<file path="config.mk">
export PLATFORM = sky130hd
export DESIGN_NAME = tcp_congestion_window_round_flat
export DESIGN_NICKNAME = d
export VERILOG_FILES = /design/src/rtl/tcwr_pkg.sv /design/src/rtl/tcwr_req_if.sv /design/src/rtl/tcwr_rsp_if.sv /design/src/rtl/tcwr_ctrl.sv /design/src/rtl/tcwr_datapath.sv /design/src/rtl/tcp_congestion_window_round.sv /design/src/flat_wrapper.sv
export SDC_FILE = /design/constraint.sdc
export NUM_CORES = 1
export LEC_CHECK = 0
export ABC_AREA = 1
export BUFFER_PORTS_ARGS = -buffer_cell sky130_fd_sc_hd__buf_2
export CAP_MARGIN = 20
export CORE_UTILIZATION = 51
export DETAILED_ROUTE_END_ITERATION = 10
export PLACE_DENSITY = 0.77
export SLEW_MARGIN = 20
export SYNTH_ARGS = -nofsm -noshare
export SYNTH_HDL_FRONTEND = slang
export SYNTH_SLANG_ARGS = --single-unit
</file>
<file path="constraint.sdc">
create_clock -name clock -period 3 [get_ports clock]
set_input_delay 0.45 -clock clock [delete_from_list [all_inputs] [get_ports clock]]
set_output_delay 0.45 -clock clock [all_outputs]
set_load 0.02 [all_outputs]
</file>
<file path="src/rtl/tcwr_pkg.sv">
// ----------------------------------------------------------------------------
// tcwr_pkg
// Shared widths, codes and types of the congestion window round block.
// ----------------------------------------------------------------------------
`default_nettype none

package tcwr_pkg;

   localparam int unsigned WIN_W      = 7;
   localparam int unsigned SEQ_W      = 32;
   localparam int unsigned ACK_W      = 32;
   localparam int unsigned CNT_W      = 7;
   localparam int unsigned DUP_W      = 2;
   localparam int unsigned CSR_ADDR_W = 3;
   localparam int unsigned CSR_DATA_W = 32;

   localparam logic OP_SEND = 1'b0;
   localparam logic OP_ACK  = 1'b1;

   localparam logic [CSR_ADDR_W-1:0] ADDR_INIT_WINDOW    = 3'd0;
   localparam logic [CSR_ADDR_W-1:0] ADDR_INIT_THRESHOLD = 3'd4;

   localparam logic [WIN_W-1:0] INIT_WINDOW_RESET    = 7'd1;
   localparam logic [WIN_W-1:0] INIT_THRESHOLD_RESET = 7'd8;
   localparam logic [ACK_W-1:0] BASE_ACK_RESET       = 32'd1;

   localparam logic [DUP_W-1:0] DUP_MAX  = 2'd3;
   localparam logic [DUP_W-1:0] DUP_LOSS = 2'd2;

   typedef struct packed {
      logic start_send;
      logic load_seg;
      logic load_ack;
   } ctl_cmd_type;

   typedef struct packed {
      logic last_seg;
   } dp_status_type;

   typedef struct packed {
      logic [SEQ_W-1:0] seq_number;
      logic             is_segment;
      logic             last_of_run;
      logic [WIN_W-1:0] window_now;
      logic [WIN_W-1:0] threshold_now;
      logic             slow_start;
      logic             triple_dup_seen;
   } rsp_payload_type;

endpackage

`default_nettype wire

</file>
<file path="src/rtl/tcwr_req_if.sv">
// ----------------------------------------------------------------------------
// tcwr_req_if
// Request channel: send or ACK beats with valid/ready handshake.
// ----------------------------------------------------------------------------
`default_nettype none

interface tcwr_req_if;
   logic        valid;
   logic        ready;
   logic        op;
   logic [31:0] ack_number;

   modport source (output valid, output op, output ack_number, input ready);
   modport sink   (input valid, input op, input ack_number, output ready);
endinterface

`default_nettype wire

</file>
<file path="src/rtl/tcwr_rsp_if.sv">
// ----------------------------------------------------------------------------
// tcwr_rsp_if
// Result channel: segment and ACK status beats with valid/ready handshake.
// ----------------------------------------------------------------------------
`default_nettype none

interface tcwr_rsp_if;
   logic        valid;
   logic        ready;
   logic [31:0] seq_number;
   logic        is_segment;
   logic        last_of_run;
   logic [6:0]  window_now;
   logic [6:0]  threshold_now;
   logic        slow_start;
   logic        triple_dup_seen;

   modport source (output valid, output seq_number, output is_segment, output last_of_run,
                   output window_now, output threshold_now, output slow_start,
                   output triple_dup_seen, input ready);
   modport sink   (input valid, input seq_number, input is_segment, input last_of_run,
                   input window_now, input threshold_now, input slow_start,
                   input triple_dup_seen, output ready);
endinterface

`default_nettype wire

</file>
<file path="src/rtl/tcwr_ctrl.sv">
// ----------------------------------------------------------------------------
// tcwr_ctrl
// Controller: request acceptance, segment run sequencing, result valid.
// ----------------------------------------------------------------------------
`default_nettype none

module tcwr_ctrl
   import tcwr_pkg::*;
(
   input  wire logic    clock,
   input  wire logic    reset,
   input  wire logic    req_valid,
   input  wire logic    req_op,
   output logic         req_ready,
   output logic         rsp_valid,
   input  wire logic    rsp_ready,
   input  dp_status_type status,
   output ctl_cmd_type  cmd
);

   typedef enum logic {
      ST_IDLE,
      ST_SEND
   } state_type;

   state_type state_ff, state_in;
   logic      rsp_valid_ff, rsp_valid_in;
   logic      slot_free;
   logic      req_fire;

   assign slot_free = !rsp_valid_ff || rsp_ready;
   assign req_ready = (state_ff == ST_IDLE) && slot_free;
   assign req_fire  = req_valid && req_ready;
   assign rsp_valid = rsp_valid_ff;

   always_comb begin
      state_in       = state_ff;
      cmd.start_send = 1'b0;
      cmd.load_seg   = 1'b0;
      cmd.load_ack   = 1'b0;
      unique case (state_ff)
         ST_IDLE: begin
            if (req_fire) begin
               if (req_op == OP_SEND) begin
                  cmd.start_send = 1'b1;
                  state_in       = ST_SEND;
               end else begin
                  cmd.load_ack = 1'b1;
               end
            end
         end
         ST_SEND: begin
            if (slot_free) begin
               cmd.load_seg = 1'b1;
               if (status.last_seg) begin
                  state_in = ST_IDLE;
               end
            end
         end
         default: state_in = ST_IDLE;
      endcase
      if (cmd.load_seg || cmd.load_ack) begin
         rsp_valid_in = 1'b1;
      end else if (rsp_ready) begin
         rsp_valid_in = 1'b0;
      end else begin
         rsp_valid_in = rsp_valid_ff;
      end
   end

   always_ff @(posedge clock) begin
      if (reset) begin
         state_ff     <= ST_IDLE;
         rsp_valid_ff <= 1'b0;
      end else begin
         state_ff     <= state_in;
         rsp_valid_ff <= rsp_valid_in;
      end
   end

endmodule

`default_nettype wire

</file>
<file path="src/rtl/tcwr_datapath.sv">
// ----------------------------------------------------------------------------
// tcwr_datapath
// Window state, duplicate ACK tracking, segment numbering, CSRs, result register.
// ----------------------------------------------------------------------------
`default_nettype none

module tcwr_datapath
   import tcwr_pkg::*;
#(
   parameter int unsigned MAX_WINDOW = 64
)(
   input  wire logic                  clock,
   input  wire logic                  reset,
   input  ctl_cmd_type                cmd,
   output dp_status_type              status,
   input  wire logic [ACK_W-1:0]      req_ack_number,
   input  wire logic                  csr_write,
   input  wire logic [CSR_ADDR_W-1:0] csr_addr,
   input  wire logic [WIN_W-1:0]      csr_wdata,
   output logic [CSR_DATA_W-1:0]      csr_rdata,
   output rsp_payload_type            rsp_payload
);

   localparam logic [WIN_W:0]   MAX_W8 = (WIN_W+1)'(MAX_WINDOW);
   localparam logic [WIN_W-1:0] MAX_W7 = WIN_W'(MAX_WINDOW);
   localparam logic [WIN_W-1:0] THRESHOLD_RESET =
      (INIT_THRESHOLD_RESET > MAX_W7) ? MAX_W7 : INIT_THRESHOLD_RESET;

   logic [WIN_W-1:0] init_window_ff, init_window_in;
   logic [WIN_W-1:0] init_threshold_ff, init_threshold_in;
   logic [WIN_W-1:0] window_ff, window_in;
   logic [WIN_W-1:0] threshold_ff, threshold_in;
   logic [ACK_W-1:0] base_ack_ff, base_ack_in;
   logic [ACK_W-1:0] prev_ack_ff, prev_ack_in;
   logic             prev_valid_ff, prev_valid_in;
   logic [DUP_W-1:0] dup_count_ff, dup_count_in;
   logic             loss_ff, loss_in;
   logic [CNT_W-1:0] ack_index_ff, ack_index_in;
   logic [CNT_W-1:0] seg_cnt_ff, seg_cnt_in;
   rsp_payload_type  payload_ff, payload_in;

   logic             is_dup;
   logic [DUP_W-1:0] dup_upd;
   logic             loss_upd;
   logic             closing;
   logic [WIN_W:0]   grow;
   logic [WIN_W-1:0] grown;
   logic [WIN_W-1:0] clamp_wr_window;
   logic [WIN_W-1:0] clamp_wr_threshold;

   assign status.last_seg = ({1'b0, seg_cnt_ff} + 8'd1) == {1'b0, window_ff};
   assign rsp_payload     = payload_ff;

   assign is_dup   = prev_valid_ff && (req_ack_number == prev_ack_ff);
   assign dup_upd  = !is_dup ? '0 : (dup_count_ff == DUP_MAX) ? DUP_MAX : dup_count_ff + 2'd1;
   assign loss_upd = loss_ff || (is_dup && (dup_upd == DUP_LOSS));
   assign closing  = ({1'b0, ack_index_ff} + 8'd1) >= {1'b0, window_ff};
   assign grow     = (window_ff < threshold_ff) ? {window_ff, 1'b0}
                                                : {1'b0, window_ff} + 8'd1;
   assign grown    = (grow > MAX_W8) ? MAX_W7 : grow[WIN_W-1:0];

   assign clamp_wr_window    = (csr_wdata == '0) ? 7'd1 :
                               ({1'b0, csr_wdata} > MAX_W8) ? MAX_W7 : csr_wdata;
   assign clamp_wr_threshold = ({1'b0, csr_wdata} > MAX_W8) ? MAX_W7 : csr_wdata;

   always_comb begin
      unique case (csr_addr)
         ADDR_INIT_WINDOW:    csr_rdata = {{(CSR_DATA_W-WIN_W){1'b0}}, init_window_ff};
         ADDR_INIT_THRESHOLD: csr_rdata = {{(CSR_DATA_W-WIN_W){1'b0}}, init_threshold_ff};
         default:             csr_rdata = '0;
      endcase
   end

   always_comb begin
      init_window_in    = init_window_ff;
      init_threshold_in = init_threshold_ff;
      window_in         = window_ff;
      threshold_in      = threshold_ff;
      base_ack_in       = base_ack_ff;
      prev_ack_in       = prev_ack_ff;
      prev_valid_in     = prev_valid_ff;
      dup_count_in      = dup_count_ff;
      loss_in           = loss_ff;
      ack_index_in      = ack_index_ff;
      seg_cnt_in        = seg_cnt_ff;
      payload_in        = payload_ff;

      if (cmd.start_send) begin
         ack_index_in  = '0;
         prev_valid_in = 1'b0;
         prev_ack_in   = '0;
         dup_count_in  = '0;
         loss_in       = 1'b0;
         seg_cnt_in    = '0;
      end

      if (cmd.load_seg) begin
         payload_in.seq_number      = base_ack_ff + {{(ACK_W-CNT_W){1'b0}}, seg_cnt_ff};
         payload_in.is_segment      = 1'b1;
         payload_in.last_of_run     = status.last_seg;
         payload_in.triple_dup_seen = 1'b0;
         seg_cnt_in                 = seg_cnt_ff + 7'd1;
      end

      if (cmd.load_ack) begin
         payload_in.seq_number      = '0;
         payload_in.is_segment      = 1'b0;
         payload_in.last_of_run     = 1'b1;
         payload_in.triple_dup_seen = loss_upd;
         if (closing) begin
            base_ack_in = req_ack_number;
            if (loss_upd) begin
               threshold_in = window_ff >> 1;
               window_in    = 7'd1;
            end else begin
               window_in = grown;
            end
            ack_index_in  = '0;
            prev_valid_in = 1'b0;
            prev_ack_in   = '0;
            dup_count_in  = '0;
            loss_in       = 1'b0;
         end else begin
            ack_index_in  = ack_index_ff + 7'd1;
            prev_ack_in   = req_ack_number;
            prev_valid_in = 1'b1;
            dup_count_in  = dup_upd;
            loss_in       = loss_upd;
         end
      end

      if (cmd.load_seg || cmd.load_ack) begin
         payload_in.window_now    = window_in;
         payload_in.threshold_now = threshold_in;
         payload_in.slow_start    = window_in < threshold_in;
      end

      if (csr_write) begin
         unique case (csr_addr)
            ADDR_INIT_WINDOW: begin
               init_window_in = csr_wdata;
               window_in      = clamp_wr_window;
            end
            ADDR_INIT_THRESHOLD: begin
               init_threshold_in = csr_wdata;
               threshold_in      = clamp_wr_threshold;
            end
            default: ;
         endcase
      end
   end

   always_ff @(posedge clock) begin
      if (reset) begin
         init_window_ff    <= INIT_WINDOW_RESET;
         init_threshold_ff <= INIT_THRESHOLD_RESET;
         window_ff         <= INIT_WINDOW_RESET;
         threshold_ff      <= THRESHOLD_RESET;
         base_ack_ff       <= BASE_ACK_RESET;
         prev_ack_ff       <= '0;
         prev_valid_ff     <= 1'b0;
         dup_count_ff      <= '0;
         loss_ff           <= 1'b0;
         ack_index_ff      <= '0;
         seg_cnt_ff        <= '0;
      end else begin
         init_window_ff    <= init_window_in;
         init_threshold_ff <= init_threshold_in;
         window_ff         <= window_in;
         threshold_ff      <= threshold_in;
         base_ack_ff       <= base_ack_in;
         prev_ack_ff       <= prev_ack_in;
         prev_valid_ff     <= prev_valid_in;
         dup_count_ff      <= dup_count_in;
         loss_ff           <= loss_in;
         ack_index_ff      <= ack_index_in;
         seg_cnt_ff        <= seg_cnt_in;
      end
   end

   always_ff @(posedge clock) begin
      payload_ff <= payload_in;
   end

endmodule

`default_nettype wire

</file>
<file path="src/rtl/tcp_congestion_window_round.sv">
// ----------------------------------------------------------------------------
// tcp_congestion_window_round
// Round-based Tahoe-style sender window: segment runs and ACK window updates.
//
//   channel  dir  handshake              beat
//   req_ch   in   valid/ready            op, ack_number
//   rsp_ch   out  valid/ready            seq_number .. triple_dup_seen
//   csr      in   psel/penable/pready    paddr 0 window, 4 threshold
//
// ACK beat: one result beat; ACK beats may follow back to back.
// Send beat: opens the round, then window segments, one per cycle while the
// result slot is free, paced by the segment counter; no request taken meanwhile.
// Reset is synchronous and loads window 1, threshold 8 (clamped), base 1.
// A stalled result beat holds; the next request is taken in the same cycle
// the held beat leaves.
// ----------------------------------------------------------------------------
`default_nettype none

module tcp_congestion_window_round
   import tcwr_pkg::*;
#(
   parameter int unsigned MAX_WINDOW = 64
)(
   input  wire logic                  clock,
   input  wire logic                  reset,
   tcwr_req_if.sink                   req_ch,
   tcwr_rsp_if.source                 rsp_ch,
   input  wire logic                  psel,
   input  wire logic                  penable,
   input  wire logic                  pwrite,
   input  wire logic [CSR_ADDR_W-1:0] paddr,
   input  wire logic [CSR_DATA_W-1:0] pwdata,
   output logic [CSR_DATA_W-1:0]      prdata,
   output logic                       pready
);

   ctl_cmd_type     cmd;
   dp_status_type   status;
   rsp_payload_type payload;
   logic            csr_write;

   assign pready    = 1'b1;
   assign csr_write = psel && penable && pwrite;

   tcwr_ctrl u_ctrl (
      .clock     (clock),
      .reset     (reset),
      .req_valid (req_ch.valid),
      .req_op    (req_ch.op),
      .req_ready (req_ch.ready),
      .rsp_valid (rsp_ch.valid),
      .rsp_ready (rsp_ch.ready),
      .status    (status),
      .cmd       (cmd)
   );

   tcwr_datapath #(
      .MAX_WINDOW (MAX_WINDOW)
   ) u_datapath (
      .clock          (clock),
      .reset          (reset),
      .cmd            (cmd),
      .status         (status),
      .req_ack_number (req_ch.ack_number),
      .csr_write      (csr_write),
      .csr_addr       (paddr),
      .csr_wdata      (pwdata[WIN_W-1:0]),
      .csr_rdata      (prdata),
      .rsp_payload    (payload)
   );

   assign rsp_ch.seq_number      = payload.seq_number;
   assign rsp_ch.is_segment      = payload.is_segment;
   assign rsp_ch.last_of_run     = payload.last_of_run;
   assign rsp_ch.window_now      = payload.window_now;
   assign rsp_ch.threshold_now   = payload.threshold_now;
   assign rsp_ch.slow_start      = payload.slow_start;
   assign rsp_ch.triple_dup_seen = payload.triple_dup_seen;

endmodule

`default_nettype wire

</file>
<file path="src/flat_wrapper.sv">
// flat-port wrapper written by rule: the top's interface ports become plain ports
module tcp_congestion_window_round_flat import tcwr_pkg::*;
#(
   parameter int unsigned MAX_WINDOW = 64
)
  (clock, reset, psel, penable, pwrite, paddr, pwdata, prdata, pready, req_ch_valid, req_ch_op, req_ch_ack_number, req_ch_ready, rsp_ch_valid, rsp_ch_seq_number, rsp_ch_is_segment, rsp_ch_last_of_run, rsp_ch_window_now, rsp_ch_threshold_now, rsp_ch_slow_start, rsp_ch_triple_dup_seen, rsp_ch_ready);
  tcwr_req_if req_ch_i ();
  tcwr_rsp_if rsp_ch_i ();
  input  wire logic clock;
  input  wire logic reset;
  input  wire logic psel;
  input  wire logic penable;
  input  wire logic pwrite;
  input  wire logic [CSR_ADDR_W-1:0] paddr;
  input  wire logic [CSR_DATA_W-1:0] pwdata;
  output logic [CSR_DATA_W-1:0] prdata;
  output logic pready;
  input wire logic [$bits(req_ch_i.valid)-1:0] req_ch_valid;
  input wire logic [$bits(req_ch_i.op)-1:0] req_ch_op;
  input wire logic [$bits(req_ch_i.ack_number)-1:0] req_ch_ack_number;
  output wire logic [$bits(req_ch_i.ready)-1:0] req_ch_ready;
  output wire logic [$bits(rsp_ch_i.valid)-1:0] rsp_ch_valid;
  output wire logic [$bits(rsp_ch_i.seq_number)-1:0] rsp_ch_seq_number;
  output wire logic [$bits(rsp_ch_i.is_segment)-1:0] rsp_ch_is_segment;
  output wire logic [$bits(rsp_ch_i.last_of_run)-1:0] rsp_ch_last_of_run;
  output wire logic [$bits(rsp_ch_i.window_now)-1:0] rsp_ch_window_now;
  output wire logic [$bits(rsp_ch_i.threshold_now)-1:0] rsp_ch_threshold_now;
  output wire logic [$bits(rsp_ch_i.slow_start)-1:0] rsp_ch_slow_start;
  output wire logic [$bits(rsp_ch_i.triple_dup_seen)-1:0] rsp_ch_triple_dup_seen;
  input wire logic [$bits(rsp_ch_i.ready)-1:0] rsp_ch_ready;
  assign req_ch_i.valid = req_ch_valid;
  assign req_ch_i.op = req_ch_op;
  assign req_ch_i.ack_number = req_ch_ack_number;
  assign req_ch_ready = req_ch_i.ready;
  assign rsp_ch_valid = rsp_ch_i.valid;
  assign rsp_ch_seq_number = rsp_ch_i.seq_number;
  assign rsp_ch_is_segment = rsp_ch_i.is_segment;
  assign rsp_ch_last_of_run = rsp_ch_i.last_of_run;
  assign rsp_ch_window_now = rsp_ch_i.window_now;
  assign rsp_ch_threshold_now = rsp_ch_i.threshold_now;
  assign rsp_ch_slow_start = rsp_ch_i.slow_start;
  assign rsp_ch_triple_dup_seen = rsp_ch_i.triple_dup_seen;
  assign rsp_ch_i.ready = rsp_ch_ready;
  tcp_congestion_window_round #(.MAX_WINDOW(MAX_WINDOW)) u_core (.clock(clock), .reset(reset), .req_ch(req_ch_i), .rsp_ch(rsp_ch_i), .psel(psel), .penable(penable), .pwrite(pwrite), .paddr(paddr), .pwdata(pwdata), .prdata(prdata), .pready(pready));
endmodule
</file>
; After elaboration in Yosys (flattened, before gate mapping)
; Index checks and enable logic that the tools add are counted.
; W data, S select, Z words.
[word_totals]
out_inout_bits = 85
word_cells = 104
in_bits = 75
romBits = 0
regBits = 162
n_memories = 0
ramBits = 0
latchBits = 0
[op_classes]
div_mod_pow = 0
bitwise_logic = 1
order_cmp = 5
shift = 0
mul = 0
n_reduce_logical = 19
n_eq_ne = 5
muxes = 47
n_addsub = 7
[ops]
columns = operator, n
row1 = $mux W7, 17
row2 = $mux W32, 3
row3 = $add A32 B7 Y32, 1
row4 = $eq A32 B32 Y1, 1
row5 = $add A7 B1 Y8 const B, 3
row6 = $mux W1, 19
row7 = $add A7 B1 Y7 const B, 2
row8 = $lt A7 B7 Y1, 2
row9 = $pmux W7 S2, 1
row10 = $mux W2, 5
row11 = $eq A8 B7 Y1, 1
row12 = $ge A8 B7 Y1, 1
row13 = $gt A8 B7 Y1 const B, 1
row14 = $mux W8, 1
row15 = $reduce_bool A2 Y1, 4
row16 = $gt A7 B7 Y1 const B, 1
row17 = $logic_not A7 Y1, 1
row18 = $logic_and A1 B1 Y1, 6
row19 = $reduce_and A2 Y1, 3
row20 = $eq A2 B2 Y1 const B, 2
row21 = $eq A3 B3 Y1 const B, 1
row22 = $logic_not A3 Y1, 1
row23 = $logic_or A1 B1 Y1, 3
row24 = $add A2 B1 Y2 const B, 1
row25 = 3 further kinds, 3

; Longest topological paths before layout
; Gate-level depths: netlist of run 1.
[depth]
word_depth = 11
mapped_depth = 23
ltp_nobuf = 22

; Cells and area by module
; A second synthesis of run 1 with hierarchy kept.
[unflattened]
cells_unflattened = 1267
hier_area_um2 = 8812.2
[modules_own_cells]
columns = mod, seq_area_each_um2, cells_each, n_inst, area_each_um2
row1 = tcwr_datapath, 3363.2, 1244, 1, 8675.8
row2 = tcwr_ctrl, 40.0, 18, 1, 111.4
row3 = tcp_congestion_window_round, 0.0, 5, 1, 25.0

; Worst setup path before layout of run 1
; Ideal clock, no wire load.
[synth_timing]
kind = register to register
startpoint = register u_core.u_datapath.ack_index_ff[0]
endpoint = register u_core.u_datapath.payload_ff (netlist bit u_core.u_datapath.rsp_payload[1]), data pin
required_time_ns = 2.741
n_path_buf = 2
period_less_slack_ns = 2.958
path_slack_ns = 0.042
t_arrival_ns = 2.700
stages_incl_launch_ff = 16
cell_sequence = dfxtp_1 > ha_1 > nand3_1 > nand3b_1 > xnor2_1 > ha_1 > nand3_1 > or2_4 > a21oi_4 > buf_4 > buf_2 > o21ai_0 > ha_1 > a21oi_1 > o21ai_0 > a21oi_1
[synth_via]
elab_chain_len = 5
word_cells_on_any_way = 7
[synth_rtl]
columns = item, line
row1 = start: declaration, tcwr_datapath.sv:38  ; logic [CNT_W-1:0] ack_index_ff, ack_index_in;
row2 = start signal: assignment, tcwr_datapath.sv:176  ; ack_index_ff <= ack_index_in;
row3 = $add A7 B1 Y8 (*), tcwr_datapath.sv:57  ; assign closing = ({1'b0, ack_index_ff} + 8'd1) >= {1'b0, window_ff};
row4 = $ge A8 B7 Y1 (*), tcwr_datapath.sv:57
row5 = $mux W7, tcwr_datapath.sv:110  ; if (closing) begin
row6 = $mux W7, tcwr_datapath.sv:105  ; if (cmd.load_ack) begin
row7 = $lt A7 B7 Y1 (*), tcwr_datapath.sv:135  ; payload_in.slow_start = window_in < threshold_in;
row8 = end signal: assignment, tcwr_datapath.sv:182  ; payload_ff <= payload_in;
row9 = end: declaration, tcwr_datapath.sv:40  ; rsp_payload_type payload_ff, payload_in;
; Mark *: on every way between the ends. The rest lies on a longest branch, timed or not.
; A chain may end at the register's enable or synchronous reset.

; Worst setup path after layout of run 1
[layout_timing]
startpoint = register u_core.u_datapath.ack_index_ff[1]
endpoint = register u_core.u_datapath.payload_ff (netlist bit u_core.u_datapath.rsp_payload[1]), data pin
; Same word-level chain as after synthesis.

==> results.toml, run 1 <==
[outcome]
outcome = "finished with violations"
violations = "setup timing"

[layout]
drive_gt1_share_pct = 20.10
nNetsFinal = 1521
area_growth_pct = 19.85
design_area_mm2 = 0.01069
final_cell_mix = "nand2_1 (328), inv_1 (168), dfxtp_1 (143)"
fillCellCount = 1545
layout_commonest_cell = "nand2_1"
final_cells = 1648
diodes = 0

[worst_setup_path]
reg2reg_setup_slack_ps = -160
slowest_delay_ps = 380
cp_slowest_cell = "dfxtp_4"
cpLargestDelayFamily = "simple AND/OR/NAND/NOR gates"
worst-path-max-fanout = 5
required_ps = 3290
criticalPathCategory = "flip-flop to flip-flop"
start_kind = "flip-flop"
rr_startpoint = "u_core.u_datapath.ack_index_ff[1]"
cp-end-kind = "flip-flop"
reg2reg_depth = 19
crit_top_cell = "nand2_2"
cp.arrival_ps = 3450
cp_cell_sequence = "ha_4 -> nand3_4 -> nand3b_1 -> xnor2_2 -> ha_1 -> inv_1 -> o211ai_1 -> nor2_4 -> a21oi_4 -> inv_2 -> nor2_4 -> nand3_2 -> o21ai_2 -> ha_1 -> nand2_2 -> inv_2 -> nand2_2 -> nand2_2 -> a21oi_2"
r2r_end = "u_core.u_datapath.rsp_payload[1]"
worst-path-stages = 19
path_buf_inv = 3

[placed_design]
place_congestion = 0.9286
dp_hpwl_um = 17030
placed_cell_area_mm2 = 0.009801
dp_cells = 1606
port_buffers = 108

[logic_synthesis]
synth_cells = 1275
avgSynthCellArea_um2 = 6.994
synth_area_mm2 = 0.008917
yosysSeqAreaShare_pct = 38.16
synth_cell_types = 50
ys_seq_elements = 162
yosys_warnings = 0

[clock_network]
hold_buffers = 0
numCtsBuffers = 17
tritoncts = "built"
clockBufferDepth = 2
clk_pin_slew_ps = 70
root_buffer = "clkbuf_16"
clk_latency_ps = 440
cts_sinks = 162
htree_num_levels = 4

[power]
leakagePower_nw = 4.903
ir_drop_uv = 414.6
cellPowerDensity_mw_per_mm2 = 578.8

[sta]
skew_ps = 11.38
relSlewSlack_pct = 56.70
fin_ws_ps = -158.6
slew_violations = 0
rsz0062_at_grt = "true"
setup_violations = 1
period_share_pct = 105.3
max_freq_mhz = 316.6
worst_slew_pin_slew_ps = 649.5
fin_crit_ps = 3159
hold_violations = 0

[floorplanning]
die_w_um = 134.2
die_h_um = 134.2
start_util_pct = 53.02
fp-row-count = 47
core_mm2 = 0.01682
io_pins = 160
die-area_mm2 = 0.01802

[grt]
grt_pass1_vias = 7434
antenna_found_initial = 0
grt_max_degree = 58
grt_pass1_wl_um = 37260
grt_overflow_total = 0
track_usage_pct = 26.26

[min_path]
hold_path_class = "input port to flip-flop"
min_delay_path_depth = 3
hold_start = "req_ch_ack_number[22]"
holdPathEnd = "u_core.u_datapath.prev_ack_ff[22]"

[route]
route.detailed.drc = 0
via_count = 8746
wl_per_cell_um = 14.45
ant_nets = 0
routed_wl_um = 23810
drt-vias-per-instance = 5.307
firstDrtPassIters = 5
drt_iter0_drc = 747

[run]
drv_cap = 0
## what timing repair did
| item | in CTS | in global routing |
|---|---|---|
| endpoints found under the setup margin | 1 | 26 |
| buffers inserted | 3 | 7 |
| pin swaps | 2 | 21 |
| gates resized for setup | 13 | 33 |
| cloned | 1 | 0 |
## power breakdown
group | internal (W) | switching [W]
combinational | 0.000495 | 0.000871
clock | 0.00130 | 0.000970
sequential | 0.00239 | 0.000156
total | 0.00419 | 0.00200
## how the worst max path moves through the flow
stage | startpoint | endpoint
finish | u_core.u_datapath.ack_index_ff[1] | u_core.u_datapath.rsp_payload[1]
global route | u_core.u_datapath.ack_index_ff[1] | u_core.u_datapath.rsp_payload[1]
CTS | u_core.u_datapath.ack_index_ff[0] | u_core.u_datapath.rsp_payload[1]
detailed placement | u_core.u_datapath.ack_index_ff[0] | u_core.u_datapath.rsp_payload[1]
global placement | u_core.u_datapath.ack_index_ff[0] | u_core.u_datapath.rsp_payload[1]
floorplan | u_core.u_datapath.ack_index_ff[0] | u_core.u_datapath.rsp_payload[1]
## per-layer routing
layer,track usage [%],wire (um),vias up
li1,-,-,4357
met1,39.05,11430,4007
met2,38.60,10310,347
met3,3.893,1648,35
met4,8.614,416,0
met5,0,0,-
## synth_stat cells, drive strengths merged
master	instances	area [um^2]
nand2	341	1308
inv	186	698.2
dfxtp	146	2923
a21oi	123	630.6
nor2	87	359.1
o21ai	87	454.2
nand3	55	292.8
buf	40	285.3
ha	29	362.9
clkbuf	28	105.1
nand4	24	150.1
xor2	18	157.7
edfxtp	16	480.5
nor3	16	80.08
or2	12	77.58
o211ai	11	82.58
nor4	8	50.05
xnor2	8	70.07
o21bai	7	52.55
o21a	5	67.57
o22ai	5	31.28
nand3b	4	30.03
a22o	3	26.28
a31o	2	17.52
a32o	2	20.02
conb	2	7.510
o2111ai	2	17.52
o221ai	2	17.52
a21boi	1	7.510
a21o	1	7.510
a22oi	1	7.510
fa	1	20.02
o2111a	1	11.26
or3b	1	8.760
## cells by family (layout without fill, tap and decap cells)
logic type / Yosys count / in the layout / synth area share (%)
compound gates: 253 / 253 / 16.28
xor+xnor: 26 / 26 / 2.554
fa+ha+maj: 30 / 30 / 4.294
buf+inv: 254 / 382 / 12.21
flops: 162 / 162 / 38.16
other cells: 2 / 26 / 0.08422
simple gates: 548 / 549 / 26.42
## registers in the layout (all words and copies together), names as in the netlist
| name | count |
|---|---|
| u_core.u_ctrl.rsp_valid | 1 |
| u_core.u_ctrl.state_ff | 1 |
| u_core.u_datapath.ack_index_ff | 7 |
| u_core.u_datapath.base_ack_ff | 32 |
| u_core.u_datapath.dup_count_ff | 2 |
| u_core.u_datapath.init_threshold_ff | 7 |
| u_core.u_datapath.init_window_ff | 7 |
| u_core.u_datapath.loss_ff | 1 |
| u_core.u_datapath.prev_ack_ff | 32 |
| u_core.u_datapath.prev_valid_ff | 1 |
| u_core.u_datapath.rsp_payload | 50 |
| u_core.u_datapath.seg_cnt_ff | 7 |
| u_core.u_datapath.threshold_ff | 7 |
| u_core.u_datapath.window_ff | 7 |
## through the flow
step	setup slack, ps	hold slack (ps)	setup TNS, ps	util, %	power, W
after floorplan	41.54	426.6	0	-	0.003443
after global placement	-57.93	432.8	-57.93	58.27	0.003819
final	-158.6	266.4	-158.6	63.55	0.006186
after CTS	0.5136	261.3	0	62.31	0.006125
after global routing	-319.0	280.8	-478.4	63.55	0.006452
after detailed placement	-109.1	434.8	-109.1	58.27	0.003851
## worst register-to-register path: cells and delay by family, from the launching register on
kind | cells | cell delay, ps
AO/OA/AOI/OAI | 4 | 680
XOR/XNOR | 1 | 170
adder cells (fa/ha/maj) | 3 | 730
buffers and inverters | 3 | 170
flip-flops | 1 | 380
AND/OR/NAND/NOR | 8 | 870
## area by class of cell
class	instances	area, um^2	share of cell area, %
sequential	162	3412	31.92
timing repair buffer	165	992.2	9.284
inverter	186	698.2	6.532
tap	220	275.3	2.575
clock buffer	18	450.4	4.214
clock inverter	13	160.2	1.498
multi-input combinational	884	4700	43.97
(Power assumes the default switching activity.)
==> run 2: changes to the inputs <==
--- a/config.mk
+++ b/config.mk
@@ -5,12 +5,10 @@
 export SDC_FILE = /design/constraint.sdc
 export NUM_CORES = 1
 export LEC_CHECK = 0
-export ABC_AREA = 1
 export BUFFER_PORTS_ARGS = -buffer_cell sky130_fd_sc_hd__buf_2
 export CAP_MARGIN = 20
-export CORE_UTILIZATION = 51
+export CORE_UTILIZATION = 31
 export DETAILED_ROUTE_END_ITERATION = 10
-export PLACE_DENSITY = 0.77
 export SLEW_MARGIN = 20
 export SYNTH_ARGS = -nofsm -noshare
 export SYNTH_HDL_FRONTEND = slang
==> run 2 against run 1 <==
- the flow finishes with violations (DRC, setup timing)
- clock skew increased by 11 ps
- power is 10% lower
- cell count decreased by 5.5%
- highest routed layer is now met5
- synthesized cell count fell by 20%
- routed wire length down 1.8%
- sequential power shrank 5%
- largest cell class unchanged
==> results.toml, run 2 <==
[outcome]
outcome = "finished with violations"
violations = "DRC, setup timing"

[floorplanning]
io_pins = 160
fp-row-count = 59
die_h_um = 166.6
core_mm2 = 0.02628
die-area_mm2 = 0.02775
start_util_pct = 31.95
die_w_um = 166.6

[logic_synthesis]
async_reset_ff_share_pct = 0
synth_cell_types = 75
synth_largest_area_cell = "dfxtp_1"
yosys_warnings = 0
yosysMostFrequentCell = "nand2_1"
synth_area_mm2 = 0.008397
ys_seq_elements = 162
ys_top_cells_by_area = "dfxtp_1 (35%), nand2_1 (9.1%), xnor2_1 (6.3%)"
synth_ff_type = "dfxtp_1"
yosysSeqAreaShare_pct = 40.53
synth_edf_count = 16
synth_common_cells = "nand2_1 (203), dfxtp_1 (146), a21oi_1 (100)"
synth.top_cell.area_share_pct = 34.81
avgSynthCellArea_um2 = 8.224
synth_cells = 1021

[sta]
slew_violations = 0
setup_violations = 1
skew_ps = 22.70
fin_crit_ps = 3388
period_share_pct = 112.9
tns_ps = -388.5
relSlewSlack_pct = 56.48
worst_slew_pin_slew_ps = 652.7
fin_ws_ps = -388.5
rsz0062_at_grt = "true"
max_freq_mhz = 295.1
hold_violations = 0

[clock_network]
numCtsBuffers = 17
clk_latency_ps = 440
tritoncts = "built"
clk_pin_slew_ps = 70
clockBufferDepth = 2
hold_buffers = 0
root_buffer = "clkbuf_16"
htree_num_levels = 4
cts_sinks = 162

[layout]
nNetsFinal = 1312
fillCellCount = 2648
drive_gt1_share_pct = 24.34
final_cells = 1558
final_cell_mix = "nand2_1 (202), dfxtp_1 (141), buf_4 (119)"
layout_commonest_cell = "nand2_1"
area_growth_pct = 26.78
largest_register_ffs = 50
seqCellArea_mm2 = 0.003415
multiInputGateArea_mm2 = 0.004611

[grt]
grt_pass1_vias = 7314
grt_overflow_total = 0
antenna_found_initial = 5
grt_max_degree = 105
grt_pass1_wl_um = 37940
track_usage_pct = 16.97

[worst_setup_path]
crit_top_cell = "a21o_1"
worst-path-max-fanout = 5
cp-end-kind = "flip-flop"
criticalPathCategory = "flip-flop to flip-flop"
start_kind = "flip-flop"
slowest_delay_ps = 350
required_ps = 3270
cp.arrival_ps = 3660
cp_cell_sequence = "and3_4 -> nand3_2 -> xnor2_2 -> ha_1 -> nand4_1 -> o311a_1 -> or2_4 -> nor2_8 -> mux2i_4 -> ha_4 -> a21o_1 -> a21o_1 -> a21oi_2 -> nand3_1 -> o21ai_1"
cp_slowest_cell = "dfxtp_2"

[route]
route.detailed.drc = 18
drt_iter0_drc = 659
drt-vias-per-instance = 4.880
wl_per_cell_um = 15.01
ant_nets = 0
firstDrtPassIters = 8
via_count = 7603
routed_wl_um = 23380

[power]
cellPowerDensity_mw_per_mm2 = 523.2
leakagePower_nw = 4.315
ir_drop_uv = 404.3

[placed_design]
place_congestion = 0.9157
port_buffers = 108
dp_cells = 1517
dp_hpwl_um = 17340

[run]
drv_cap = 0

[min_path]
hold_path_class = "input port to flip-flop"
[run 2: cell types whose count changed in the layout (fill, tap and decap cells not counted), moves of 12 or more]
cell	previous run	this run
inv_2	18	0
buf_4	54	119
xnor2_1	7	58
nand2_1	328	202
inv_1	168	30
mux2i_1	0	12
o21ai_0	70	31
a21oi_1	118	99
[run 2: layer usage]
layer	GRT usage, %	up-vias	wire length (um)
li1	-	3844	-
met1	23.58	3537	11570
met2	25.65	186	10150
met3	3.969	32	1273
met4	5.757	4	372
met5	0	-	22
[run 2: worst paths after layout]
kind                                          start                                     end  slack (ps)  cells past startpoint
max               u_core.u_datapath.ack_index_ff[4]        u_core.u_datapath.rsp_payload[1]        -390                     15
max reg2reg       u_core.u_datapath.ack_index_ff[4]        u_core.u_datapath.rsp_payload[1]        -390                     15
min                           req_ch_ack_number[19]       u_core.u_datapath.base_ack_ff[19]         290                      3
min reg2reg  u_core.u_datapath.init_threshold_ff[6]  u_core.u_datapath.init_threshold_ff[6]         450                      2
[run 2: kinds of logic (layout without fill, tap and decap cells)]
| logic type | Yosys count | in the layout | synth area share [%] |
|---|---|---|---|
| muxes | 17 | 17 | 2.116 |
| AOI/OAI and AO/OA | 215 | 215 | 15.86 |
| DFF | 162 | 162 | 40.53 |
| other | 2 | 29 | 0.08944 |
| buffers and inverters | 116 | 291 | 6.691 |
| and+or+nand+nor | 402 | 402 | 22.13 |
| adders and majority gates | 30 | 30 | 4.560 |
| xor gates and xnor gates | 77 | 77 | 8.032 |
[run 2: power breakdown]
part	internal (W)	leakage, nW	switching, W
Clock	0.00121	0.292	0.00101
Sequential	0.00232	1.34	0.0000936
Combinational	0.000356	2.68	0.000576
Total	0.00389	4.32	0.00168
[run 2: worst max-delay path, delay by kind of cell, from the launching register on]
family                   cells  cell delay [ps]
multiplexers                 1              300
AND/OR/NAND/NOR              6              930
AO/OA/AOI/OAI                5              920
XOR/XNOR                     1              160
flip-flops                   1              350
adder cells (fa/ha/maj)      2              550
[run 2: cell type report]
cell class | instances | area share (%)
Inverter | 30 | 1.058
Sequential cell | 162 | 32.08
Clock buffer | 18 | 4.126
Tap cell | 335 | 3.937
Antenna cell | 3 | 0.07052
Timing Repair Buffer | 229 | 13.85
Multi-Input combinational cell | 767 | 43.31
Clock inverter | 14 | 1.575
[run 2: metrics by stage]
step	area [um^2]	hold slack, ps	total power, W	setup WS, ps	utilization, %
2_1_floorplan	8522	431.9	0.003032	-238.3	-
3_3_place_gp	9915	441.5	0.003371	-359.9	37.73
3_5_place_dp	9915	446.4	0.003384	-450.7	37.73
4_1_cts	10570	276.9	0.005615	-297.8	40.23
5_1_grt	10640	281.7	0.005819	-514.1	40.49
6_report	10650	289.8	0.005570	-388.5	40.51
[run 2: timing repair]
action,in CTS,in global routing
setup endpoints to repair,1,1
buffers inserted,5,1
resized for setup,3,12
pin swaps,3,5
gates cloned,0,0
==> run 3: changes to the inputs <==
--- a/config.mk
+++ b/config.mk
@@ -7,9 +7,9 @@
 export LEC_CHECK = 0
 export BUFFER_PORTS_ARGS = -buffer_cell sky130_fd_sc_hd__buf_2
 export CAP_MARGIN = 20
+export CORE_MARGIN = 2
 export CORE_UTILIZATION = 31
 export DETAILED_ROUTE_END_ITERATION = 10
-export SLEW_MARGIN = 20
 export SYNTH_ARGS = -nofsm -noshare
 export SYNTH_HDL_FRONTEND = slang
 export SYNTH_SLANG_ARGS = --single-unit
==> constraint.sdc (replaced) <==
create_clock -name clock -period 3.2 [get_ports clock]
set_input_delay 0.48 -clock clock [delete_from_list [all_inputs] [get_ports clock]]
set_output_delay 0.48 -clock clock [all_outputs]
set_load 0.02 [all_outputs]
==> run 3 against run 2 <==
- the flow finishes with violations (setup timing)
- global-route usage fell by 0.77 points
- routed wire length fell by 0.84%
- power fell by 4.8%
- critical endpoint unchanged
==> results.toml, run 3 (synthesis results as in run 2) <==
[grt]
globalRouteMet2Util_pct = 24.19
grt_pass1_wl_um = 36870
antenna_found_initial = 4
met1_usage_pct = 22.91
grt_max_degree = 50
track_usage_pct = 16.20
grt_overflow_total = 0
grt_busiest_layer = "met2"
use_met3_pct = 3.998
grt_pass1_vias = 6953

[sta]
setup_violations = 1
slew_violations = 0
rsz0062_at_grt = "true"
period_share_pct = 102.6
hold-worst-slack_ps = 318.2
tns_ps = -82.61
skew_ps = 15.89
worst_slew_pin_slew_ps = 649.0
fin_ws_ps = -82.61
fin_crit_ps = 3283
relSlewSlack_pct = 56.69
hold_violations = 0
max_freq_mhz = 304.6

[placed_design]
place_congestion = 0.9088
placed_cell_area_mm2 = 0.009767
port_buffers = 108
dp_hpwl_um = 17350

[worst_setup_path]
cp-end-kind = "flip-flop"
rr_startpoint = "u_core.u_datapath.ack_index_ff[3]"
start_kind = "flip-flop"
r2r_end = "u_core.u_datapath.rsp_payload[1]"
worst-path-max-fanout = 6
reg2reg_depth = 15
cp.arrival_ps = 3580
reg2reg_setup_slack_ps = -80
required_ps = 3490
criticalPathCategory = "flip-flop to flip-flop"

[clock_network]
cts_sinks = 162
tritoncts = "built"
numCtsBuffers = 17
clk_pin_slew_ps = 70
clk_latency_ps = 440
hold_buffers = 0
clockBufferDepth = 2
root_buffer = "clkbuf_16"
htree_num_levels = 4

[layout]
nNetsFinal = 1291
layout_commonest_cell = "nand2_1"
area_growth_pct = 25.18
fin_util_pct = 39.22
final_cell_mix = "nand2_1 (203), dfxtp_1 (141), buf_2 (108)"
design_area_mm2 = 0.01051
largest_register_ffs = 50
drive_gt1_share_pct = 23.10

[min_path]
hold_path_class = "input port to flip-flop"
hold_start = "req_ch_ack_number[25]"
min_delay_path_depth = 3
holdPathEnd = "u_core.u_datapath.base_ack_ff[25]"

[power]
pwr-share-comb_pct = 16.2
ir_drop_uv = 362.2
total_power_w = 0.005302
power_switching_w = 0.001599
clockPowerShare_pct = 41.1
leakagePower_nw = 4.221
intPower_w = 0.003704
pwr-share-seq_pct = 42.7
cellPowerDensity_mw_per_mm2 = 504.5
swShare_pct = 30.15

[run]
drv_cap = 0

[route]
wl_per_cell_um = 15.03
routed_wl_um = 23190
drt-vias-per-instance = 4.830
via_count = 7452
ant_nets = 0
firstDrtPassIters = 5
route.detailed.drc = 0
drt_iter0_drc = 616

[floorplanning]
die_h_um = 168.6
fp-row-count = 60
core_mm2 = 0.02680
die_w_um = 168.6
io_pins = 160
die-area_mm2 = 0.02842
start_util_pct = 31.33

[outcome]
violations = "setup timing"
outcome = "finished with violations"
-- run 3: what timing repair did --
| action | 4_1_cts | 5_1_grt |
|---|---|---|
| buffers inserted | 3 | 1 |
| pin swaps | 6 | 0 |
| endpoints found under the setup margin | 1 | 1 |
| gates resized for setup | 11 | 3 |
-- run 3: worst max-delay path: stages (launching register included) --
cell and delay (ps):
dfxtp_2 340, and3_1 170, nand3_2 100, xnor2_2 150, ha_1 310, nand4_1 90
o311a_1 320, or2_4 300, nor2_8 130, mux2i_2 330, ha_4 250, a21o_1 150
a21o_1 160, a21oi_2 140, nand3_1 80, o21ai_1 120
-- run 3: layout make-up --
class | count | area [um^2]
Multi-Input combinational cell | 767 | 4608
Fill cell | 2641 | 16290
Antenna cell | 3 | 7.507
Sequential cell | 162 | 3415
Timing Repair Buffer | 208 | 1304
Clock buffer | 17 | 425.4
Tap cell | 341 | 426.7
Inverter | 30 | 112.6
Clock inverter | 15 | 212.7
-- run 3: layer usage --
metal | vias to the layer above | part of all wire (%)
met5 | - | 0.086
met4 | 4 | 1.8
met3 | 30 | 4.8
met2 | 160 | 43
met1 | 3450 | 50
li1 | 3808 | -
-- run 3: worst max path at each step --
| stage | from | to | slack (ps) | cells after the start |
|---|---|---|---|---|
| after global placement | req_ch_ack_number[2] | u_core.u_datapath.rsp_payload[1] | -200 | 15 |
| after global routing | u_core.u_datapath.ack_index_ff[3] | u_core.u_datapath.rsp_payload[1] | -290 | 15 |
| final | u_core.u_datapath.ack_index_ff[3] | u_core.u_datapath.rsp_payload[1] | -80 | 15 |
| after CTS | u_core.u_datapath.ack_index_ff[3] | u_core.u_datapath.rsp_payload[1] | -50 | 15 |
| after detailed placement | req_ch_ack_number[2] | u_core.u_datapath.rsp_payload[1] | -260 | 15 |
| after floorplan | u_core.u_datapath.ack_index_ff[2] | u_core.u_datapath.rsp_payload[1] | -40 | 16 |
-- run 3: per-stage QoR --
stage               cells  worst slack [ps]
finish               1543            -82.61
global route         1541            -290.7
CTS                  1539            -46.59
detailed placement   1504            -257.9
global placement     1504            -202.7
floorplan            1045            -38.34
-- run 3: power by group through the flow --
stage | clock (W) | sequential, W | combinational (W)
global route | 0.00232 | 0.00228 | 0.000945
floorplan | 0 | 0.00239 | 0.000450
detailed placement | 0 | 0.00231 | 0.000850
finish | 0.00218 | 0.00226 | 0.000858
global placement | 0 | 0.00231 | 0.000845
CTS | 0.00223 | 0.00226 | 0.000861
